File: src/rtl/bsc_pkg.sv
// Package for the bubble sort block: sizes, counter limits and the queue entry types.
// Used by the interfaces, the front, queue, back and top level.
// No dependencies.
package bsc_pkg;

  localparam int MAX_ELEMENTS = 64;
  localparam int ADDR_W       = $clog2(MAX_ELEMENTS);
  localparam int CNT_W        = $clog2(MAX_ELEMENTS + 1);
  localparam int VALUE_W      = 32;
  localparam int OPS_W        = 11;
  localparam logic [OPS_W-1:0] OPS_MAX = '1;
  localparam int QUEUE_DEPTH  = 4;
  localparam int QPTR_W       = $clog2(QUEUE_DEPTH);

  // One classified request as it travels from the front to the back
  typedef struct packed {
    logic signed [VALUE_W-1:0] value;
    logic                      last;
    logic                      keep;   // room was left, store the value
    logic                      ovf;    // list lost a request (meaningful with last)
  } bsc_entry_t;

  typedef struct packed {
    logic       valid;
    bsc_entry_t entry;
  } bsc_push_t;

  typedef struct packed {
    logic       valid;
    bsc_entry_t entry;
  } bsc_head_t;

endpackage

File: src/rtl/bsc_in_if.sv
// Input channel: one list element per request, with an end-of-list flag.
// Depends on bsc_pkg for the value width.
interface bsc_in_if;
  logic                               valid;
  logic                               ready;
  logic signed [bsc_pkg::VALUE_W-1:0] value;
  logic                               last;

  modport source (output valid, value, last, input ready);
  modport sink (input valid, value, last, output ready);
endinterface

File: src/rtl/bsc_out_if.sv
// Output channel: sorted values, with the operation counts on the final one.
// Depends on bsc_pkg for the value and counter widths.
interface bsc_out_if;
  logic                               valid;
  logic                               ready;
  logic signed [bsc_pkg::VALUE_W-1:0] sorted_value;
  logic                               last_out;
  logic [bsc_pkg::OPS_W-1:0]          comparisons;
  logic [bsc_pkg::OPS_W-1:0]          swap_count;
  logic                               truncated;

  modport source (output valid, sorted_value, last_out, comparisons, swap_count, truncated,
                  input ready);
  modport sink (input valid, sorted_value, last_out, comparisons, swap_count, truncated,
                output ready);
endinterface

File: src/rtl/bubble_sort_with_counts.sv
// Top level of the bubble sort block: front end, request queue and sorting back end.
// Depends on bsc_pkg, bsc_in_if, bsc_out_if, bsc_front, bsc_queue and bsc_back.
//
// Usage:
//   item   (valid/ready): one signed 32-bit value per request, last = 1 on the
//          final element of a list. Up to 64 elements are kept; later ones are
//          dropped and reported through truncated on the final result.
//   result (valid/ready): the kept elements in ascending order, one per request.
//          last_out marks the final one, which also carries comparisons,
//          swap_count and truncated; these read 0 on every other result.
// Operation:
//   Each stored element is written to the store as its request is taken. After
//   the final request, each pass over the unsorted prefix does one compare a
//   cycle, limited by the single store read port, and the prefix shrinks by one
//   per pass; each value is then read from the store and loaded for output.
//   A four-entry queue lets the start of the next list enter while the current one sorts.
// Reset: synchronous rst empties the queue and drops any list in progress;
//   the store needs no clearing. A stalled receiver holds the current result
//   in the output register and pauses the back end; the front keeps taking
//   requests until the queue fills.
module bubble_sort_with_counts (
  input  logic      clk,
  input  logic      rst,
  bsc_in_if.sink    item,
  bsc_out_if.source result
);

  bsc_pkg::bsc_push_t push;
  bsc_pkg::bsc_head_t head;
  logic               full;
  logic               pop;

  bsc_front u_front (
    .clk  (clk),
    .rst  (rst),
    .item (item),
    .full (full),
    .push (push)
  );

  bsc_queue u_queue (
    .clk  (clk),
    .rst  (rst),
    .push (push),
    .full (full),
    .pop  (pop),
    .head (head)
  );

  bsc_back u_back (
    .clk    (clk),
    .rst    (rst),
    .head   (head),
    .pop    (pop),
    .result (result)
  );

endmodule

File: src/rtl/bsc_ram.sv
// Generic single-write, single-read RAM with registered read data.
// No dependencies.
module bsc_ram #(
  parameter int WIDTH = 32,
  parameter int DEPTH = 64
) (
  input  logic                     clk,
  input  logic                     we,
  input  logic [$clog2(DEPTH)-1:0] waddr,
  input  logic [WIDTH-1:0]         wdata,
  input  logic                     re,
  input  logic [$clog2(DEPTH)-1:0] raddr,
  output logic [WIDTH-1:0]         rdata
);

  logic [WIDTH-1:0] mem [DEPTH];

  // Write and registered read; read data holds while re is low
  always_ff @(posedge clk) begin
    if (we) begin
      mem[waddr] <= wdata;
    end
    if (re) begin
      rdata <= mem[raddr];
    end
  end

endmodule

File: src/rtl/bsc_front.sv
// Front end: accepts list elements, decides store or drop, and pushes the request.
// Depends on bsc_pkg and bsc_in_if.
module bsc_front (
  input  logic                clk,
  input  logic                rst,
  bsc_in_if.sink              item,
  input  logic                full,
  output bsc_pkg::bsc_push_t  push
);

  logic [bsc_pkg::CNT_W-1:0] count;
  logic                      ovf;
  logic                      keep;
  logic                      accept;

  assign item.ready = !full;
  assign accept     = item.valid && item.ready;
  assign keep       = count < bsc_pkg::CNT_W'(bsc_pkg::MAX_ELEMENTS);

  // Classify the request for the back end
  always_comb begin
    push.valid       = accept;
    push.entry.value = item.value;
    push.entry.last  = item.last;
    push.entry.keep  = keep;
    push.entry.ovf   = ovf || !keep;
  end

  // Track fill level of the current list; restart on its final request
  always_ff @(posedge clk) begin
    if (rst) begin
      count <= '0;
      ovf   <= 1'b0;
    end else if (accept) begin
      if (item.last) begin
        count <= '0;
        ovf   <= 1'b0;
      end else begin
        count <= count + bsc_pkg::CNT_W'(keep);
        ovf   <= ovf || !keep;
      end
    end
  end

endmodule

File: src/rtl/bsc_queue.sv
// Short request queue between front and back end.
// Depends on bsc_pkg.
module bsc_queue (
  input  logic               clk,
  input  logic               rst,
  input  bsc_pkg::bsc_push_t push,
  output logic               full,
  input  logic               pop,
  output bsc_pkg::bsc_head_t head
);

  bsc_pkg::bsc_entry_t           slots [bsc_pkg::QUEUE_DEPTH];
  logic [bsc_pkg::QPTR_W-1:0]    wptr;
  logic [bsc_pkg::QPTR_W-1:0]    rptr;
  logic [bsc_pkg::QPTR_W:0]      used;
  logic                          push_en;
  logic                          pop_en;

  assign full       = used == (bsc_pkg::QPTR_W + 1)'(bsc_pkg::QUEUE_DEPTH);
  assign head.valid = used != '0;
  assign head.entry = slots[rptr];
  assign push_en    = push.valid && !full;
  assign pop_en     = pop && head.valid;

  // Hold request payloads
  always_ff @(posedge clk) begin
    if (push_en) begin
      slots[wptr] <= push.entry;
    end
  end

  // Advance pointers and fill level
  always_ff @(posedge clk) begin
    if (rst) begin
      wptr <= '0;
      rptr <= '0;
      used <= '0;
    end else begin
      if (push_en) begin
        wptr <= wptr + 1'b1;
      end
      if (pop_en) begin
        rptr <= rptr + 1'b1;
      end
      used <= used + (bsc_pkg::QPTR_W + 1)'(push_en) - (bsc_pkg::QPTR_W + 1)'(pop_en);
    end
  end

endmodule

File: src/rtl/bsc_back.sv
// Back end: writes elements to the store, bubble-sorts them in place, streams them out.
// Depends on bsc_pkg, bsc_out_if and bsc_ram.
module bsc_back (
  input  logic               clk,
  input  logic               rst,
  input  bsc_pkg::bsc_head_t head,
  output logic               pop,
  bsc_out_if.source          result
);

  typedef enum logic [2:0] {
    IDLE, PASS_LOAD, PASS_CMP, PASS_END, EMIT_RD, EMIT_LD
  } state_t;

  state_t                              state;
  logic [bsc_pkg::CNT_W-1:0]           n;
  logic                                ovf;
  logic [bsc_pkg::CNT_W-1:0]           bound;
  logic [bsc_pkg::ADDR_W-1:0]          j;
  logic [bsc_pkg::ADDR_W-1:0]          k;
  logic signed [bsc_pkg::VALUE_W-1:0]  carry;
  logic                                swapped;
  logic [bsc_pkg::OPS_W-1:0]           cmp_cnt;
  logic [bsc_pkg::OPS_W-1:0]           swp_cnt;
  logic                                out_valid;
  logic signed [bsc_pkg::VALUE_W-1:0]  out_value;
  logic                                out_last;
  logic [bsc_pkg::OPS_W-1:0]           out_cmp;
  logic [bsc_pkg::OPS_W-1:0]           out_swp;
  logic                                out_trunc;

  logic                                we;
  logic [bsc_pkg::ADDR_W-1:0]          waddr;
  logic signed [bsc_pkg::VALUE_W-1:0]  wdata;
  logic                                re;
  logic [bsc_pkg::ADDR_W-1:0]          raddr;
  logic signed [bsc_pkg::VALUE_W-1:0]  rdata;

  logic                                take;
  logic [bsc_pkg::CNT_W-1:0]           n_next;
  logic [bsc_pkg::CNT_W-1:0]           j_inc;
  logic [bsc_pkg::CNT_W-1:0]           k_inc;
  logic [bsc_pkg::CNT_W-1:0]           bound_dec;
  logic                                fin;
  logic                                right_less;
  logic                                out_free;
  logic                                more_passes;
  logic [bsc_pkg::OPS_W-1:0]           cmp_inc;
  logic [bsc_pkg::OPS_W-1:0]           swp_inc;

  bsc_ram #(
    .WIDTH (bsc_pkg::VALUE_W),
    .DEPTH (bsc_pkg::MAX_ELEMENTS)
  ) u_store (
    .clk   (clk),
    .we    (we),
    .waddr (waddr),
    .wdata (wdata),
    .re    (re),
    .raddr (raddr),
    .rdata (rdata)
  );

  assign take        = (state == IDLE) && head.valid;
  assign pop         = take;
  assign n_next      = n + bsc_pkg::CNT_W'(head.entry.keep);
  assign j_inc       = bsc_pkg::CNT_W'(j) + 1'b1;
  assign k_inc       = bsc_pkg::CNT_W'(k) + 1'b1;
  assign bound_dec   = bound - 1'b1;
  assign fin         = k_inc == n;
  assign right_less  = rdata < carry;
  assign out_free    = !out_valid || result.ready;
  assign more_passes = swapped && (bound_dec >= bsc_pkg::CNT_W'(2));
  assign cmp_inc     = (cmp_cnt == bsc_pkg::OPS_MAX) ? cmp_cnt : cmp_cnt + 1'b1;
  assign swp_inc     = (swp_cnt == bsc_pkg::OPS_MAX) ? swp_cnt : swp_cnt + 1'b1;

  assign result.valid        = out_valid;
  assign result.sorted_value = out_value;
  assign result.last_out     = out_last;
  assign result.comparisons  = out_cmp;
  assign result.swap_count   = out_swp;
  assign result.truncated    = out_trunc;

  // Drive the store ports: one write and one read per cycle at most
  always_comb begin
    we    = 1'b0;
    waddr = '0;
    wdata = carry;
    re    = 1'b0;
    raddr = '0;
    case (state)
      IDLE: begin
        if (take && head.entry.keep) begin
          we    = 1'b1;
          waddr = n[bsc_pkg::ADDR_W-1:0];
          wdata = head.entry.value;
        end
        // start the first pass by fetching element 0
        if (take && head.entry.last && n_next >= bsc_pkg::CNT_W'(2)) begin
          re = 1'b1;
        end
      end
      PASS_LOAD: begin
        re    = 1'b1;
        raddr = bsc_pkg::ADDR_W'(1);
      end
      PASS_CMP: begin
        // the smaller of the pair settles at j-1, the larger rides on in carry
        we    = 1'b1;
        waddr = j - 1'b1;
        wdata = right_less ? rdata : carry;
        if (j_inc < bound) begin
          re    = 1'b1;
          raddr = j + 1'b1;
        end
      end
      PASS_END: begin
        we    = 1'b1;
        waddr = bound_dec[bsc_pkg::ADDR_W-1:0];
        wdata = carry;
        re    = more_passes;
      end
      EMIT_RD: begin
        re    = 1'b1;
        raddr = k;
      end
      default: ;
    endcase
  end

  // Sequence store, sort passes and output stream
  always_ff @(posedge clk) begin
    if (rst) begin
      state     <= IDLE;
      n         <= '0;
      ovf       <= 1'b0;
      out_valid <= 1'b0;
    end else begin
      if (state == EMIT_LD && out_free) begin
        out_valid <= 1'b1;
        out_value <= rdata;
        out_last  <= fin;
        out_cmp   <= fin ? cmp_cnt : '0;
        out_swp   <= fin ? swp_cnt : '0;
        out_trunc <= fin && ovf;
      end else if (result.ready) begin
        out_valid <= 1'b0;
      end

      case (state)
        IDLE: begin
          if (take) begin
            n <= n_next;
            if (head.entry.last) begin
              ovf     <= head.entry.ovf;
              cmp_cnt <= '0;
              swp_cnt <= '0;
              k       <= '0;
              bound   <= n_next;
              state   <= (n_next >= bsc_pkg::CNT_W'(2)) ? PASS_LOAD : EMIT_RD;
            end
          end
        end
        PASS_LOAD: begin
          carry   <= rdata;
          j       <= bsc_pkg::ADDR_W'(1);
          swapped <= 1'b0;
          state   <= PASS_CMP;
        end
        PASS_CMP: begin
          cmp_cnt <= cmp_inc;
          if (right_less) begin
            swp_cnt <= swp_inc;
            swapped <= 1'b1;
          end else begin
            carry <= rdata;
          end
          if (j_inc < bound) begin
            j <= j + 1'b1;
          end else begin
            state <= PASS_END;
          end
        end
        PASS_END: begin
          // stop after a clean pass or when one element is left unsorted
          if (more_passes) begin
            bound <= bound_dec;
            state <= PASS_LOAD;
          end else begin
            state <= EMIT_RD;
          end
        end
        EMIT_RD: begin
          state <= EMIT_LD;
        end
        EMIT_LD: begin
          if (out_free) begin
            if (fin) begin
              n     <= '0;
              ovf   <= 1'b0;
              state <= IDLE;
            end else begin
              k     <= k + 1'b1;
              state <= EMIT_RD;
            end
          end
        end
        default: state <= IDLE;
      endcase
    end
  end

endmodule

File: src/flat_wrapper.sv
// flat-port wrapper written by rule: the top's interface ports become plain ports
module bubble_sort_with_counts_flat 
  (clk, rst, item_valid, item_value, item_last, item_ready, result_valid, result_sorted_value, result_last_out, result_comparisons, result_swap_count, result_truncated, result_ready);
  bsc_in_if item_i ();
  bsc_out_if result_i ();
  input  logic clk;
  input  logic rst;
  input wire logic [$bits(item_i.valid)-1:0] item_valid;
  input wire logic [$bits(item_i.value)-1:0] item_value;
  input wire logic [$bits(item_i.last)-1:0] item_last;
  output wire logic [$bits(item_i.ready)-1:0] item_ready;
  output wire logic [$bits(result_i.valid)-1:0] result_valid;
  output wire logic [$bits(result_i.sorted_value)-1:0] result_sorted_value;
  output wire logic [$bits(result_i.last_out)-1:0] result_last_out;
  output wire logic [$bits(result_i.comparisons)-1:0] result_comparisons;
  output wire logic [$bits(result_i.swap_count)-1:0] result_swap_count;
  output wire logic [$bits(result_i.truncated)-1:0] result_truncated;
  input wire logic [$bits(result_i.ready)-1:0] result_ready;
  assign item_i.valid = item_valid;
  assign item_i.value = item_value;
  assign item_i.last = item_last;
  assign item_ready = item_i.ready;
  assign result_valid = result_i.valid;
  assign result_sorted_value = result_i.sorted_value;
  assign result_last_out = result_i.last_out;
  assign result_comparisons = result_i.comparisons;
  assign result_swap_count = result_i.swap_count;
  assign result_truncated = result_i.truncated;
  assign result_i.ready = result_ready;
  bubble_sort_with_counts u_core (.clk(clk), .rst(rst), .item(item_i), .result(result_i));
endmodule
File: config.mk
export PLATFORM = sky130hd
export DESIGN_NAME = bubble_sort_with_counts_flat
export DESIGN_NICKNAME = d
export VERILOG_FILES = /design/src/rtl/bsc_pkg.sv /design/src/rtl/bsc_in_if.sv /design/src/rtl/bsc_out_if.sv /design/src/rtl/bubble_sort_with_counts.sv /design/src/rtl/bsc_ram.sv /design/src/rtl/bsc_front.sv /design/src/rtl/bsc_queue.sv /design/src/rtl/bsc_back.sv /design/src/flat_wrapper.sv
export SDC_FILE = /design/constraint.sdc
export NUM_CORES = 2
export LEC_CHECK = 0
export BUFFER_PORTS_ARGS = -buffer_cell sky130_fd_sc_hd__buf_2
export CAP_MARGIN = 30
export CORE_ASPECT_RATIO = 0.75
export CORE_MARGIN = 4
export CORE_UTILIZATION = 30
export DETAILED_ROUTE_END_ITERATION = 10
export PLACE_DENSITY = 0.48
export SLEW_MARGIN = 0
export SYNTH_ARGS = -nofsm -noshare
export SYNTH_HDL_FRONTEND = slang
export SYNTH_SLANG_ARGS = --single-unit
File: constraint.sdc
create_clock -name clk -period 6.85 [get_ports clk]
set_input_delay 1.0275 -clock clk [delete_from_list [all_inputs] [get_ports clk]]
set_output_delay 1.0275 -clock clk [all_outputs]
set_load 0.02 [all_outputs]
==> results.yml <==
floorplan:
  start_util_pct: 30.13
  die_w_um: 659.4
  fp.coreArea_um2: 316900
  die_h_um: 496.6
  rows: 179
  dieArea_um2: 327400
  io_pins: 95
critical_path:
  worstReg2RegStart: "u_core.u_back.j[0]"
  cp.required_ns: 7.58
  crit_buf_inv: 3
  slowest_stage: "a221oi_1"
  arrival_ns: 7.18
  rr_endpoint: "u_core.u_back.u_store.rdata[25]"
  cp-start-kind: "register"
  cpPeakStageDelay_ns: 0.75
  cpLargestDelayFamily: "compound AO/OA/AOI/OAI gates"
  cp_common_cell: "ha_1"
  critical_path_class: "reg -> reg"
  path_cells: "ha_1, nand3_1, xor2_1, inv_1, ha_1, a211o_1, a211oi_1, and2_1, a21oi_4, buf_12, buf_4, a221oi_1, a32oi_1, o21ai_0, nand2_1, and4b_1"
  reg2reg_setup_slack_ns: 0.40
  end_kind: "register"
  rr_worst_depth: 16
  path_max_fanout: 20
sta:
  period_share_pct: 94.14
  relSlewSlack_pct: 22.38
  slew_violations: 0
  rsz0062_at_grt: "no"
  hold_viol: 0
  tightest_slew_ns: 1.162
  setup_tns_ns: 0
  final.min_clock_period_ns: 6.449
  fmax_mhz: 155.1
  hold_slack_ns: 0.3703
  finalClockSkew_ns: 0.05923
  setup_ws_ns: 0.4012
  setup_violations: 0
finish:
  fin_util_pct: 35.05
  area_delta_synth_final_pct: 16.35
  drive_gt1_share_pct: 15.91
  fill_cells: 30050
  fin_area_um2: 111100
  final-seq-area_um2: 71150
  nets: 6544
  multi_input_area_um2: 23240
synth:
  ys_warn_count: 0
  synthTopCellsByCount: "edfxtp_1 (2350), nand2_1 (955), mux2i_1 (406)"
  netlist.top_cell.by_area: "edfxtp_1"
  yosysMostFrequentCell: "edfxtp_1"
  synth_edf_count: 2350
  synthTopCellsByArea: "edfxtp_1 (74%), mux2i_1 (4.3%), nand2_1 (3.8%)"
  syn_inst: 6146
  syn_avg_cell_area_um2: 15.53
  netlist_area_um2: 95480
  ys_types: 75
  ys.flop_type: "edfxtp_1"
  ys_ff_latch: 2379
  syn_nets: 6238
  yosysTopAreaCellShare_pct: 73.91
  synthArstFlopShare_pct: 0
  ys_seq_area_share_pct: 74.52
grt:
  grt_max_degree: 89
  track_usage_pct: 19.71
  grt_pass1_wl_mm: 457.5
  antenna_found_initial: 34
  grt_pass1_vias: 55250
  grt_overflow_total: 0
clock_network:
  insertion_delay_ns: 0.90
  htreeDepth: 4
  cts-root-buf: "clkbuf_16"
  hold_buffers: 0
  clock_path_buffers: 4
  post_cts_resized: 0
  numCtsBuffers: 229
  post_cts_buffers: 0
  cts_tree: "done"
  clkSlewWorstSetupHoldPaths_ns: 0.07
  clock_sinks: 2379
run:
  maxCapViolations: 0
placed_design:
  place.gp.congestion: 0.8628
  io_buffers: 94
  placed_area_um2: 103900
  place_ws_ns: 0.5886
  dp_hpwl_mm: 200.5
pwr:
  peakVddDrop_mv: 0.4475
  power_density_nw_per_um2: 474.0
  leakage_nw: 38.14
drt:
  wl_mm: 332.3
  route.met2.wl_mm: 140.6
  routed.top_layer: "met5"
  vias: 59100
  antenna_left: 0
  drt-vias-per-instance: 5.427
  dr.pass1.iters: 6
  wl_met3_mm: 33.41
  wl_met1_mm: 151.5
  drtIter0Drc: 8550
  drc_errors: 0
  wl_per_cell_um: 30.51
hold_path:
  whs_path_depth: 1
  hold_path_end: "u_core.u_queue.slots[2][8]"
  hold_path.class: "in -> reg"
  hp-start: "item_value[5]"
outcome:
  status: "complete, no violations"
-- kinds of logic (layout without fill, tap and decap cells) --
family,count (synthesis),after routing,share of synthesized area [%]
flip-flops,2379,2379,74.52
AND/OR/NAND/NOR,1804,1804,8.446
AO/OA/AOI/OAI,871,871,6.195
multiplexers,548,548,7.559
buffers and inverters,435,918,2.057
adder cells (fa/ha/maj),55,55,0.7286
XOR/XNOR,54,54,0.4954
other,0,8,0
-- how the worst max path moves through the flow --
stage / startpoint / to / slack (ns) / cells after the start
after floorplan: u_core.u_back.u_store.rdata[17] / u_core.u_back.u_store.mem[0][31] / 1.09 / 12
after global placement: u_core.u_back.j[0] / u_core.u_back.u_store.rdata[0] / 0.002 / 14
after detailed placement: u_core.u_back.j[0] / u_core.u_back.u_store.rdata[25] / 0.59 / 17
after CTS: u_core.u_back.j[0] / u_core.u_back.u_store.rdata[25] / 0.55 / 17
after global routing: u_core.u_back.j[0] / u_core.u_back.u_store.rdata[25] / 0.21 / 16
final: u_core.u_back.j[0] / u_core.u_back.u_store.rdata[25] / 0.40 / 16
-- worst reg2reg max path: stages, from the launching register on --
cell      delay, ns
edfxtp_1       0.54
ha_1           0.31
nand3_1        0.12
xor2_1         0.37
inv_1          0.17
ha_1           0.32
a211o_1        0.30
a211oi_1       0.39
and2_1         0.65
a21oi_4        0.30
buf_12         0.26
buf_4          0.29
a221oi_1       0.75
a32oi_1        0.20
o21ai_0        0.49
nand2_1        0.44
and4b_1        0.39
-- cell usage in the layout (no fill, tap or decap), types with 24 or more instances in the layout --
cell type  Yosys  layout
edfxtp_1    2350    2350
nand2_1      955     954
mux2i_1      406     406
nand3_1      390     388
a21oi_1      319     316
buf_4         45     274
clkbuf_16      0     233
mux4_2       138     138
a221oi_1     138     138
buf_2        124     105
and3_1        93      89
nor2_1       153      87
a31oi_1       67      67
nor2_4         0      65
inv_1         58      58
o21ai_0       84      58
buf_12         0      58
clkbuf_1     175      57
ha_1          54      54
a32oi_1       51      50
clkinv_1       1      49
o221ai_1      40      39
clkinv_2       0      37
and2_1        40      36
nor3_1        35      33
a22o_1        29      29
xor2_1        28      28
nor4_1        41      28
dfxtp_1       29      27
xnor2_1       26      26
or4_2          0      24
-- layout make-up --
| type | count | share of cell area [%] |
|---|---|---|
| Clock inverter | 113 | 0.8819 |
| Multi-Input combinational cell | 3332 | 20.92 |
| Clock buffer | 295 | 5.503 |
| Timing Repair Buffer | 451 | 3.640 |
| Sequential cell | 2379 | 64.05 |
| Antenna cell | 8 | 0.01802 |
| Inverter | 59 | 0.1994 |
| Tap cell | 4253 | 4.790 |
-- sequential cells by signal (all words and copies together), names as in the netlist, 11 cells and up, named ones only --
signal and count:
u_core.u_back.u_store.mem 2048, u_core.u_queue.slots 140, u_core.u_back.carry 32, u_core.u_back.result.sorted_value 32
u_core.u_back.u_store.rdata 32, u_core.u_back.cmp_cnt 11, u_core.u_back.result.comparisons 11, u_core.u_back.result.swap_count 11
u_core.u_back.swp_cnt 11
-- stage by stage --
| step | power, mW | instances |
|---|---|---|
| finish | 52.66 | 10890 |
| floorplan | 30.55 | 6146 |
| detailed placement | 40.25 | 10470 |
| global placement | 39.63 | 10420 |
| global route | 54.36 | 10880 |
| CTS | 52.65 | 10880 |
-- layer usage --
layer,vias up,global-route usage (%)
li1,24550,-
met1,31190,30.39
met2,2944,28.38
met3,410,4.158
met4,6,4.092
met5,-,0
-- power by group --
| group | internal (mW) | total (mW) | leakage (nW) | switching, mW |
|---|---|---|---|---|
| combinational | 4.63 | 18.5 | 13.2 | 13.9 |
| clock | 6.90 | 12.4 | 3.47 | 5.55 |
| sequential | 21.0 | 21.7 | 21.5 | 0.692 |
Power figures use the tool's default switching activity.
